--- src/rtl/vric_pkg.sv ---
// shared types and constants for the variable-rate integral controller
package vric_pkg;

  // register file layout
  localparam int unsigned CFG_INDEX_WIDTH = 2;
  localparam int unsigned CFG_DATA_WIDTH  = 16;

  typedef enum logic [CFG_INDEX_WIDTH-1:0] {
    REG_KP_GAIN        = 2'd0,
    REG_INTEGRAL_LIMIT = 2'd1,
    REG_SOFTNESS       = 2'd2
  } vric_reg_t;

  // register widths and reset values
  localparam int unsigned KP_WIDTH    = 16;
  localparam int unsigned LIMIT_WIDTH = 15;
  localparam int unsigned SOFT_WIDTH  = 8;

  localparam logic [KP_WIDTH-1:0]    KP_RESET    = 16'd256;
  localparam logic [LIMIT_WIDTH-1:0] LIMIT_RESET = 15'd2560;
  localparam logic [SOFT_WIDTH-1:0]  SOFT_RESET  = 8'd5;

  // integral and quotient widths
  localparam int unsigned INTEG_WIDTH = 16;
  localparam int unsigned QUOT_WIDTH  = 16;
  localparam int unsigned SUM_WIDTH   = INTEG_WIDTH + 2;

  // sequencer step counts: two gain bits per multiply step, one quotient bit per divide step
  localparam int unsigned MUL_STEPS = KP_WIDTH / 2;
  localparam int unsigned DIV_STEPS = QUOT_WIDTH;
  localparam int unsigned CNT_WIDTH = 4;

  typedef enum logic [2:0] {
    ST_IDLE,
    ST_MUL,
    ST_DIV,
    ST_SUM,
    ST_OUT
  } vric_state_t;

endpackage

--- src/rtl/variable_rate_integral_controller_unit.sv ---
// Usage notes:
// Slave stream (s_tvalid/s_tready/s_tdata) takes one word per control update holding the
// setpoint and the measured value. Master stream (m_tvalid/m_tready/m_tdata/m_tuser)
// returns one word per update: saturated proportional drive, error, updated integral,
// and in m_tuser the flag that the drive was clipped.
// The cfg channel (cfg_valid/cfg_ready/cfg_index/cfg_data) writes kp_gain, integral_limit
// and softness; it is always ready and must only be used while no update is in flight.
// After a word is taken the sequencer runs the shift-add multiply (two gain bits a
// cycle, the softness product alongside), then the restoring divide for the increment
// (one quotient bit a cycle), then a step forming the sums and a step loading the
// output register. A new word can be taken only once the result has been loaded into
// the output register, so the block works on one update at a time.
// s_tready is high only while the sequencer is idle. A result waiting on a stalled
// receiver holds the sequencer in its output step until m_tready frees the register.
// Reset (rst, synchronous) restores the register defaults, clears the integral, empties
// the output register and leaves the block ready for a new word.
module variable_rate_integral_controller_unit #(
  parameter int unsigned SAMPLE_WIDTH = 16
) (
  input  logic                                     clk,
  input  logic                                     rst,
  // input words
  input  logic                                     s_tvalid,
  output logic                                     s_tready,
  // bits from lowest: target_value, actual_value, zero fill
  input  logic [((2*SAMPLE_WIDTH+7)/8)*8-1:0]      s_tdata,
  // result words
  output logic                                     m_tvalid,
  input  logic                                     m_tready,
  // bits from lowest: drive, error_now, integral_now, zero fill
  output logic [((2*SAMPLE_WIDTH+1+vric_pkg::INTEG_WIDTH+7)/8)*8-1:0] m_tdata,
  // bits from lowest: drive_saturated
  output logic                                     m_tuser,
  // configuration writes
  input  logic                                     cfg_valid,
  output logic                                     cfg_ready,
  input  logic [vric_pkg::CFG_INDEX_WIDTH-1:0]     cfg_index,
  input  logic [vric_pkg::CFG_DATA_WIDTH-1:0]      cfg_data
);

  import vric_pkg::*;

  localparam int unsigned W        = SAMPLE_WIDTH;
  localparam int unsigned OUT_BITS = 2*W + 1 + INTEG_WIDTH;
  localparam int unsigned OUT_TW   = ((OUT_BITS+7)/8)*8;
  localparam int unsigned KPP_W    = W + KP_WIDTH + 1;
  localparam int unsigned SP_W     = W + SOFT_WIDTH + 1;

  // configuration registers
  logic [KP_WIDTH-1:0]    kp_gain;
  logic [LIMIT_WIDTH-1:0] integral_limit;
  logic [SOFT_WIDTH-1:0]  softness;

  // controller state
  logic signed [INTEG_WIDTH-1:0] error_integral;

  // sequencer
  vric_state_t          state, state_next;
  logic [CNT_WIDTH-1:0] cnt;
  logic                 in_take, out_load, mul_last, div_last;

  // working registers
  logic signed [W:0]        err;
  logic                     neg;
  logic [W:0]               mag;
  logic [KP_WIDTH-1:0]      kp_sh;
  logic [KPP_W-1:0]         mk, acc_kp;
  logic [SOFT_WIDTH-1:0]    s_sh;
  logic [SP_W-1:0]          ms, acc_s;
  logic [W+1:0]             den, rem;
  logic [QUOT_WIDTH-1:0]    num_sh, quo;
  logic signed [W+9:0]      drive_full;
  logic signed [SUM_WIDTH-1:0] integ_sum;

  // output register
  logic [W-1:0]           out_drive;
  logic [W:0]             out_err;
  logic [INTEG_WIDTH-1:0] out_integ;
  logic                   out_sat;

  // combinational datapath
  logic signed [W-1:0]         tgt_in, act_in;
  logic signed [W:0]           err_in;
  logic [W:0]                  mag_in;
  logic [KPP_W-1:0]            kp_pp, acc_kp_sum;
  logic [SP_W-1:0]             s_pp, acc_s_sum;
  logic [W+2:0]                trial;
  logic [W+3:0]                diff;
  logic                        ge;
  logic [W+1:0]                rem_next;
  logic signed [KPP_W:0]       prod;
  logic [QUOT_WIDTH-1:0]       q_eff;
  logic signed [QUOT_WIDTH:0]  inc;
  logic                        fits;
  logic [W-1:0]                drive_sat;
  logic signed [SUM_WIDTH-1:0] lim_s, integ_clamp;

  assign cfg_ready = 1'b1;

  // configuration register writes
  always_ff @(posedge clk) begin
    if (rst) begin
      kp_gain        <= KP_RESET;
      integral_limit <= LIMIT_RESET;
      softness       <= SOFT_RESET;
    end else if (cfg_valid) begin
      unique case (cfg_index)
        REG_KP_GAIN:        kp_gain        <= cfg_data[KP_WIDTH-1:0];
        REG_INTEGRAL_LIMIT: integral_limit <= cfg_data[LIMIT_WIDTH-1:0];
        REG_SOFTNESS:       softness       <= cfg_data[SOFT_WIDTH-1:0];
        default: ;
      endcase
    end
  end

  // next state
  always_comb begin
    state_next = state;
    unique case (state)
      ST_IDLE: if (s_tvalid) state_next = ST_MUL;
      ST_MUL:  if (mul_last) state_next = ST_DIV;
      ST_DIV:  if (div_last) state_next = ST_SUM;
      ST_SUM:  state_next = ST_OUT;
      ST_OUT:  if (out_load) state_next = ST_IDLE;
      default: state_next = ST_IDLE;
    endcase
  end

  // sequencer outputs
  always_comb begin
    s_tready = (state == ST_IDLE);
    in_take  = (state == ST_IDLE) && s_tvalid;
    out_load = (state == ST_OUT) && (!m_tvalid || m_tready);
    mul_last = (cnt == CNT_WIDTH'(MUL_STEPS-1));
    div_last = (cnt == CNT_WIDTH'(DIV_STEPS-1));
  end

  always_ff @(posedge clk) begin
    if (rst) state <= ST_IDLE;
    else     state <= state_next;
  end

  // error, shift-add partial products, divide step, sums and saturation
  always_comb begin
    tgt_in = $signed(s_tdata[W-1:0]);
    act_in = $signed(s_tdata[2*W-1:W]);
    err_in = {tgt_in[W-1], tgt_in} - {act_in[W-1], act_in};
    mag_in = err_in[W] ? (W+1)'(-err_in) : (W+1)'(err_in);

    unique case (kp_sh[1:0])
      2'd0: kp_pp = '0;
      2'd1: kp_pp = mk;
      2'd2: kp_pp = mk << 1;
      2'd3: kp_pp = (mk << 1) + mk;
    endcase
    acc_kp_sum = acc_kp + kp_pp;
    s_pp       = s_sh[0] ? ms : '0;
    acc_s_sum  = acc_s + s_pp;

    trial    = {rem, num_sh[QUOT_WIDTH-1]};
    diff     = {1'b0, trial} - {2'b00, den};
    ge       = !diff[W+3];
    rem_next = ge ? diff[W+1:0] : trial[W+1:0];

    prod  = neg ? -$signed({1'b0, acc_kp}) : $signed({1'b0, acc_kp});
    q_eff = (den == '0) ? '0 : quo;
    inc   = neg ? -$signed({1'b0, q_eff}) : $signed({1'b0, q_eff});

    // drive fits when the bits above its sign agree with it
    fits      = (drive_full[W+9:W-1] == '0) || (drive_full[W+9:W-1] == '1);
    drive_sat = fits ? drive_full[W-1:0]
                     : (drive_full[W+9] ? {1'b1, {(W-1){1'b0}}} : {1'b0, {(W-1){1'b1}}});

    lim_s = $signed({{(SUM_WIDTH-LIMIT_WIDTH){1'b0}}, integral_limit});
    if (integ_sum > lim_s)       integ_clamp = lim_s;
    else if (integ_sum < -lim_s) integ_clamp = -lim_s;
    else                         integ_clamp = integ_sum;
  end

  // working registers
  always_ff @(posedge clk) begin
    if (in_take) begin
      err    <= err_in;
      neg    <= err_in[W];
      mag    <= mag_in;
      kp_sh  <= kp_gain;
      s_sh   <= softness;
      mk     <= KPP_W'(mag_in);
      ms     <= SP_W'(mag_in);
      acc_kp <= '0;
      acc_s  <= '0;
      cnt    <= '0;
    end else if (state == ST_MUL) begin
      kp_sh  <= kp_sh >> 2;
      mk     <= mk << 2;
      s_sh   <= s_sh >> 1;
      ms     <= ms << 1;
      acc_kp <= acc_kp_sum;
      acc_s  <= acc_s_sum;
      if (mul_last) begin
        // numerator is 256*s*|e|: its top part seeds the remainder
        den    <= {1'b0, mag} + (W+2)'(softness);
        rem    <= (W+2)'(acc_s_sum[SP_W-1:8]);
        num_sh <= {acc_s_sum[7:0], 8'h00};
        cnt    <= '0;
      end else begin
        cnt <= cnt + 1'b1;
      end
    end else if (state == ST_DIV) begin
      rem    <= rem_next;
      quo    <= {quo[QUOT_WIDTH-2:0], ge};
      num_sh <= num_sh << 1;
      cnt    <= cnt + 1'b1;
    end else if (state == ST_SUM) begin
      drive_full <= prod[KPP_W:8];
      integ_sum  <= SUM_WIDTH'(error_integral) + SUM_WIDTH'(inc);
    end
  end

  // integral state commits with the result
  always_ff @(posedge clk) begin
    if (rst)           error_integral <= '0;
    else if (out_load) error_integral <= integ_clamp[INTEG_WIDTH-1:0];
  end

  // output register
  always_ff @(posedge clk) begin
    if (out_load) begin
      out_drive <= drive_sat;
      out_err   <= err;
      out_integ <= integ_clamp[INTEG_WIDTH-1:0];
      out_sat   <= !fits;
    end
  end

  always_ff @(posedge clk) begin
    if (rst)           m_tvalid <= 1'b0;
    else if (out_load) m_tvalid <= 1'b1;
    else if (m_tready) m_tvalid <= 1'b0;
  end

  assign m_tdata = OUT_TW'({out_integ, out_err, out_drive});
  assign m_tuser = out_sat;

endmodule

--- config.mk ---
export PLATFORM = sky130hd
export DESIGN_NAME = variable_rate_integral_controller_unit
export DESIGN_NICKNAME = d
export VERILOG_FILES = /design/src/rtl/vric_pkg.sv /design/src/rtl/variable_rate_integral_controller_unit.sv
export SDC_FILE = /design/constraint.sdc
export NUM_CORES = 1
export LEC_CHECK = 0
export BUFFER_PORTS_ARGS = -buffer_cell sky130_fd_sc_hd__buf_2
export CAP_MARGIN = 10
export CORE_AREA = 2 2 258 323
export CTS_CLUSTER_SIZE = 16
export DETAILED_ROUTE_END_ITERATION = 8
export DIE_AREA = 0 0 260 325
export PLACE_DENSITY_LB_ADDON = 0.05
export SYNTH_ARGS = -nofsm -noshare
export SYNTH_HDL_FRONTEND = slang
export SYNTH_SLANG_ARGS = --single-unit
--- constraint.sdc ---
create_clock -name clk -period 4.4 [get_ports clk]
set_input_delay 0.88 -clock clk [delete_from_list [all_inputs] [get_ports clk]]
set_output_delay 0.88 -clock clk [all_outputs]
set_load 0.005 [all_outputs]
==> out/results.tsv, run 1 <==
metric	value	unit
routabilityCongestion	0.8868	
rsz0062_at_grt	true	
antenna_left	0	
grt_pass1_wl	112.7	mm
rows	117	
pre_cts_slack	-0.5892	ns
synthAdderAreaFrac	9.984	%
synth.largest_area_cell	edfxtp_1	
hold_viol	0	
max_stage_delay	0.47	ns
p_per_area	411.2	nW/um^2
grt_antenna_before_repair	0	
chipHeight	325	um
synth_common_cells	nand2_1 (373), edfxtp_1 (244), a21oi_1 (224)	
synth-xor-area-share	5.969	%
max_slew.worst_pin.slew	1.110	ns
cts.sinks	389	
drive_gt1_share	19.43	%
crit_type	register to register	
timing.fmax	0.2083	GHz
tritoncts	built	
cellLeakagePower	12.56	nW
drc	0	
cts_hold_buf	0	
cts_made_buffers	47	
drv_cap	0	
slew_viol_final	0	
layout_setup_ws	-0.3997	ns
setup_viol	12	
start_util	29.80	%
register_area	10230	sq um
drt-wirelength-per-cell	17.33	um
skew	0.01237	ns
route.final.wire_length	71.23	mm
crit_chain	buf_4 > ha_4 > a211oi_4 > o21ai_2 > o41ai_2 > buf_4 > o31ai_4 > a31oi_2 > nand2b_1 > a31oi_1 > xnor2_1 > mux2i_1 > o21ai_1 > ha_1 > and4_4 > buf_6 > nand2_4 > or3_1 > o211ai_1 > a311oi_2 > o21bai_1 > a21oi_1 > xor2_1 > o21ai_1	
fin_crit_sh	109.1	%
dieArea	84500	sq um
power	12.37	mW
fin_tns_setup	-3.256	ns
synth.area.mux_share	1.282	%
synth.top_cell.area_share	30.26	%
cp_num_buf_inv	3	
synth-simple-area-share	17.41	%
cp_top_family	compound AO/OA/AOI/OAI gates	
worstPathRequired	4.86	ns
portBuffers	106	
syn_inst	2659	
crit_arrival	5.26	ns
via_count	20263	
clkSlewWorstSetupHoldPaths	0.06	ns
min_period	4.800	ns
hold_path_class	register to register	
relSlewSlack	25.66	%
violations	setup timing	
synth_top_family_by_area	compound AO/OA/AOI/OAI gates	
multiInputGateArea	13510	sq um
drt_first_pass_iters	5	
startpoint_type	register	
synth_area_leaders	edfxtp_1 (30%), dfxtp_1 (12%), ha_1 (9.4%), nand2_1 (5.8%), a21oi_1 (4.6%)	
synth-compound-area-share	18.88	%
syn_to_final_growth	24.25	%
cts-root-buf	clkbuf_16	
crit_path_top_delay_cell	edfxtp_1	
fp.dieW	260	um
ir_drop	0.0002578	V
yosys_warnings	0	
core	81250	sq um
synth_most_common_cell	nand2_1	
ys.flop_type	edfxtp_1	
track_usage	16.68	%
hpwl	52.59	mm
status	finished with violations	
fillers	8267	
grt_pass1_vias	20391	
worst_hold_slack	0.4191	ns
clock_path_buffers	3	
syn_avg_cell_area	9.105	sq um
seq_area_frac_synth	42.25	%
synthDistinctLibCells	78	
grt_max_degree	132	
endpoint_kind	register	
viasPerCell	4.931	
drt-initial-drc-count	1002	
clk_latency	0.60	ns
synth_edf_count	244	
grt_overflow	0	
fin_nets	3243	
htree_levels	2	
synth-seq-cells	389	
crit_path_max_fanout	4	
async_flop_share	0	%
netlist_area	24210	sq um
io_pins	115	
## layout make-up
| type | count | share of cell area [%] |
|---|---|---|
| diodes | 1 | 0.008318 |
| multi-input cells | 2014 | 44.92 |
| clock inverters | 27 | 0.9941 |
| flip-flops and latches | 389 | 34.01 |
| clock buffers | 60 | 4.247 |
| inverters | 148 | 1.859 |
| well taps | 1071 | 4.455 |
| repair buffers | 399 | 9.516 |
## flip-flops by register name, indices dropped and copies added (netlist names), 4 cells and up
signal,count
integral_limit,15
mk,33
err,17
drive_full,26
out_err,17
acc_kp,33
out_drive,16
acc_s,25
ms,24
cnt,4
kp_sh,16
den,18
integ_sum,18
kp_gain,16
num_sh,8
quo,16
softness,8
error_integral,16
mag,16
s_sh,8
out_integ,16
rem,18
## routing by layer
metal	GRT usage [%]	vias to the layer above	wire length (um)
met2	30.51	277	36920
li1	-	10232	-
met3	2.065	84	1878
met4	4.660	0	1657
met1	20.27	9670	30770
met5	0	-	0
## kinds of logic (layout without fill, tap and decap cells)
family / Yosys count / count (layout)
fa+ha+maj: 189 / 189
flops: 389 / 389
other cells: 2 / 9
simple gates: 899 / 899
buf+inv: 262 / 634
xor+xnor: 165 / 165
compound gates: 722 / 722
mux: 31 / 31
## worst paths after layout
check / start / end / slack (ns) / cells past startpoint
hold / removal: err[1] / out_err[1] / 0.42 / 0
hold reg to reg: err[1] / out_err[1] / 0.42 / 0
setup reg to reg: mk[2] / acc_kp[29] / -0.40 / 24
setup / recovery: mk[2] / acc_kp[29] / -0.40 / 24
## cell usage in the layout, fill, tap and decap left out, types with 19 or more instances in the layout
| cell | n |
|---|---|
| nand2_1 | 367 |
| buf_4 | 274 |
| edfxtp_1 | 244 |
| a21oi_1 | 203 |
| nor2_1 | 175 |
| ha_1 | 174 |
| dfxtp_1 | 145 |
| inv_1 | 142 |
| o21ai_0 | 130 |
| xnor2_1 | 117 |
| buf_2 | 106 |
| nand3_1 | 66 |
| a21o_1 | 64 |
| nor3_1 | 54 |
| clkbuf_16 | 49 |
| xor2_1 | 46 |
| o21a_1 | 42 |
| a31oi_1 | 31 |
| mux2i_1 | 31 |
| and2_1 | 30 |
| nor2b_1 | 28 |
| nand2b_1 | 26 |
| nand4_1 | 22 |
| o21bai_1 | 22 |
| or3_1 | 20 |
| o21ai_1 | 20 |
| a21oi_2 | 19 |
## timing repair
action                     in CTS  in global routing
gates cloned                    0                  0
setup endpoints to repair      22                 61
buffers inserted               20                 28
pin swaps                      37                 72
gates resized for setup        42                 73
## report_power, final
part	leakage, nW	switching, mW	internal (mW)
Clock	0.763	1.68	2.36
Sequential	3.45	0.265	4.27
Combinational	8.35	1.93	1.86
## per-stage QoR
step,area [sq um],util (%),cells
floorplan,24300,-,2665
global placement,27700,34.09,3974
detailed placement,27700,34.09,3974
CTS,29560,36.38,4081
global route,30080,37.02,4108
finish,30080,37.03,4109
## worst register-to-register path, cell delays in order (launching register included)
cell and delay [ns]:
edfxtp_1 0.47, buf_4 0.19, ha_4 0.25, a211oi_4 0.26, o21ai_2 0.11, o41ai_2 0.21
buf_4 0.18, o31ai_4 0.09, a31oi_2 0.22, nand2b_1 0.11, a31oi_1 0.21, xnor2_1 0.10
mux2i_1 0.13, o21ai_1 0.10, ha_1 0.33, and4_4 0.25, buf_6 0.11, nand2_4 0.04
or3_1 0.29, o211ai_1 0.33, a311oi_2 0.20, o21bai_1 0.20, a21oi_1 0.10, xor2_1 0.14
o21ai_1 0.07
Note: power is estimated with default switching activity, not from simulation.
==> inputs of run 2 (changes only) <==
ABC_AREA = 1   (was not set)
CORE_AREA = 2 2 264 331   (was 2 2 258 323)
DIE_AREA = 0 0 266 333   (was 0 0 260 325)
SETUP_SLACK_MARGIN = 0.3   (was not set)
==> run 2 against run 1 <==
Compared with the run above: the run now ends clean; clock power fell by 3%; synthesized cell count rose by 24%; maximum frequency rose by 23%; utilization fell by 2.4 points; critical path type unchanged; combinational power rose to 2.6 times the previous value; flip-flop and latch count did not move; cell count rose by 11%; worst setup slack improved by 0.89 ns; synthesized area rose by 5.0%; die area rose by 4.8%; sequential share of layout area rose by 0.65 points.
==> out/results.tsv, run 2 <==
metric	value	unit	change
max_slew.worst_pin.slew	1.009	ns	was 1.110 ns
rr_worst_depth	25		was 24
viasPerCell	4.826		was 4.931
cellLeakagePower	13.64	nW	was 12.56 nW
async_flop_share	0	%	unchanged
ir_drop	0.0004305	V	was 0.0002578 V
grt_util_met2	33.80	%	was 30.51%
layout_setup_ws	0.4938	ns	was -0.3997 ns
hold_path_class	register to register		unchanged
fp.dieW	266	um	was 260 um
r2r_slack	0.49	ns	was -0.40 ns
syn_avg_cell_area	7.735	sq um	was 9.105 sq um
rows	120		was 117
via_count	22050		was 20263
grt_overflow	0		unchanged
synth_most_common_cell	nand2_1		unchanged
power	19.53	mW	was 12.37 mW
synth_edf_count	244		unchanged
register_area	10230	sq um	unchanged
reg_top3	acc_kp: 33 flops, mk: 33 flops, drive_full: 26 flops		unchanged
grt_max_degree	76		was 132
multiInputGateArea	13660	sq um	was 13510 sq um
hold_path_depth	0		unchanged
startpoint_type	register		unchanged
pre_cts_slack	-0.1019	ns	was -0.5892 ns
crit_path_max_fanout	5		was 4
fin_nets	3678		was 3243
timing.fmax	0.2560	GHz	was 0.2083 GHz
hold_viol	0		unchanged
r2r_end	acc_kp[29]		unchanged
drt_first_pass_iters	7		was 5
track_usage	18.20	%	was 16.68%
syn_to_final_growth	16.09	%	was 24.25%
cts-root-buf	clkbuf_16		unchanged
drv_cap	0		unchanged
portBuffers	106		unchanged
seq_area_frac_synth	40.23	%	was 42.25%
start_util	29.81	%	was 29.80%
rsz0062_at_grt	true		unchanged
gr-usage-met3	1.984	%	was 2.065%
ys.flop_type	edfxtp_1		unchanged
clock_path_buffers	3		unchanged
drive_gt1_share	10.98	%	was 19.43%
worstHoldStart	err[15]		was err[1]
syn_inst	3287		was 2659
grt_antenna_before_repair	0		unchanged
antenna_left	0		unchanged
routabilityCongestion	0.8388		was 0.8868
fin_crit_sh	88.78	%	was 109.1%
cts_made_buffers	48		was 47
fillers	9074		was 8267
route.final.wire_length	80.99	mm	was 71.23 mm
met1_usage	22.03	%	was 20.27%
relSlewSlack	32.30	%	was 25.66%
tritoncts	built		unchanged
htree_levels	2		unchanged
synth-seq-cells	389		unchanged
crit_arrival	4.40	ns	was 5.26 ns
netlist_area	25430	sq um	was 24210 sq um
r2r-start	mk[13]		was mk[2]
grt_pass1_wl	126.8	mm	was 112.7 mm
hpwl	62.85	mm	was 52.59 mm
skew	0.02186	ns	was 0.01237 ns
drt-wirelength-per-cell	17.73	um	was 17.33 um
grt_busiest_layer	met2		unchanged
cts_hold_buf	0		unchanged
drc	0		unchanged
endpoint_kind	register		unchanged
synth.largest_area_cell	edfxtp_1		unchanged
synth_common_cells	nand2_1 (829), inv_1 (419), nor2_1 (256)		was nand2_1 (373), edfxtp_1 (244), a21oi_1 (224)
clkSlewWorstSetupHoldPaths	0.06	ns	about the same
setup_viol	0		was 12
slew_viol_final	0		unchanged
clk_latency	0.61	ns	was 0.60 ns
synth.top_cell.area_share	28.82	%	was 30.26%
chipHeight	333	um	was 325 um
p_per_area	661.6	nW/um^2	was 411.2 nW/um^2
mostFrequentLayoutCells	nand2_1 (815), inv_1 (414), nor2_1 (248)		was nand2_1 (367), buf_4 (274), edfxtp_1 (244)
final_common_cell	nand2_1		unchanged
grt_pass1_vias	22636		was 20391
whs_endpoint	out_err[15]		was out_err[1]
yosys_warnings	0		unchanged
worstPathRequired	4.90	ns	was 4.86 ns
min_period	3.906	ns	was 4.800 ns
cts.sinks	389		unchanged
synth_area_leaders	edfxtp_1 (29%), nand2_1 (12%), dfxtp_1 (11%), ha_1 (9.0%), inv_1 (6.2%)		was edfxtp_1 (30%), dfxtp_1 (12%), ha_1 (9.4%), nand2_1 (5.8%), a21oi_1 (4.6%)
io_pins	115		unchanged
core	85280	sq um	was 81250 sq um
dieArea	88580	sq um	was 84500 sq um
diodes	0		was 1
drt-initial-drc-count	1240		was 1002
synthDistinctLibCells	58		was 78
crit_type	register to register		unchanged
status	complete, no violations		was finished with violations
==> run 2: through the flow <==
step,area (sq um),utilization (%),setup TNS [ns],hold WS [ns],instances
global placement,27400,32.13,-0.1300,0.4065,4459
finish,29520,34.61,0,0.4178,4569
CTS,29030,34.04,0,0.4198,4550
detailed placement,27400,32.13,-0.1019,0.4080,4459
global route,29520,34.61,0,0.4365,4569
floorplan,25450,-,0,0.4003,3293
==> run 2: how the worst max path moves through the flow <==
stage,from,cells past startpoint,to,slack [ns]
floorplan,state[1],2,drive_full[0],0.42
global placement,mk[1],27,acc_kp[25],-0.13
detailed placement,mk[1],27,acc_kp[25],-0.10
CTS,mk[1],27,acc_kp[25],0.28
global route,mk[13],25,acc_kp[29],0.18
finish,mk[13],25,acc_kp[29],0.49
==> run 2: logic make-up (layout without fill, tap and decap cells) <==
kind of cell	after synthesis	count (layout)	synth area share, %
simple gates	1429	1429	23.49
compound gates	626	626	14.08
buf+inv	516	694	7.888
flops	389	389	40.23
fa+ha+maj	189	189	9.507
xor+xnor	136	136	4.773
other cells	2	8	0.02954
==> run 2: repair_timing <==
action | 4_1_cts | 5_1_grt
cloned | 0 | 0
endpoints found under the setup margin | 11 | 50
buffers inserted | 4 | 19
pin swaps | 1 | 19
resized for setup | 15 | 80
==> run 2: where the power goes <==
part | switching, mW | total (mW) | internal [mW] | leakage (nW)
Combinational | 6.24 | 9.71 | 3.47 | 9.42
Sequential | 0.727 | 5.88 | 5.16 | 3.47
Clock | 1.65 | 3.93 | 2.28 | 0.751
==> run 2: critical path, cell delays in order, from the launching register on <==
cell	delay, ns
edfxtp_1	0.46
buf_4	0.18
ha_4	0.28
nand2_1	0.11
nor2_1	0.17
inv_1	0.06
nor2_1	0.09
nand2_1	0.06
nand2_1	0.09
buf_4	0.14
a21oi_1	0.07
or2_2	0.27
nand3_1	0.09
o221ai_1	0.16
ha_2	0.38
a21oi_2	0.19
o21ai_0	0.13
a21oi_2	0.17
buf_4	0.15
inv_1	0.04
a21oi_1	0.16
nand2_1	0.07
nand2_1	0.06
nand3_1	0.07
nand3_1	0.11
inv_1	0.04
==> run 2: metal layers <==
layer  share of wire [%]  vias to the layer above
met5                   0                        -
met4                 2.4                        0
met3                 2.9                       99
met2                  51                      330
met1                  43                    10327
li1                    -                    11294
==> run 2: area by class of cell <==
type	count	area share (%)
repair buffers	180	3.764
multi-input cells	2388	46.27
clock inverters	14	0.4197
clock buffers	73	4.803
well taps	1098	4.654
inverters	427	5.434
flip-flops and latches	389	34.66
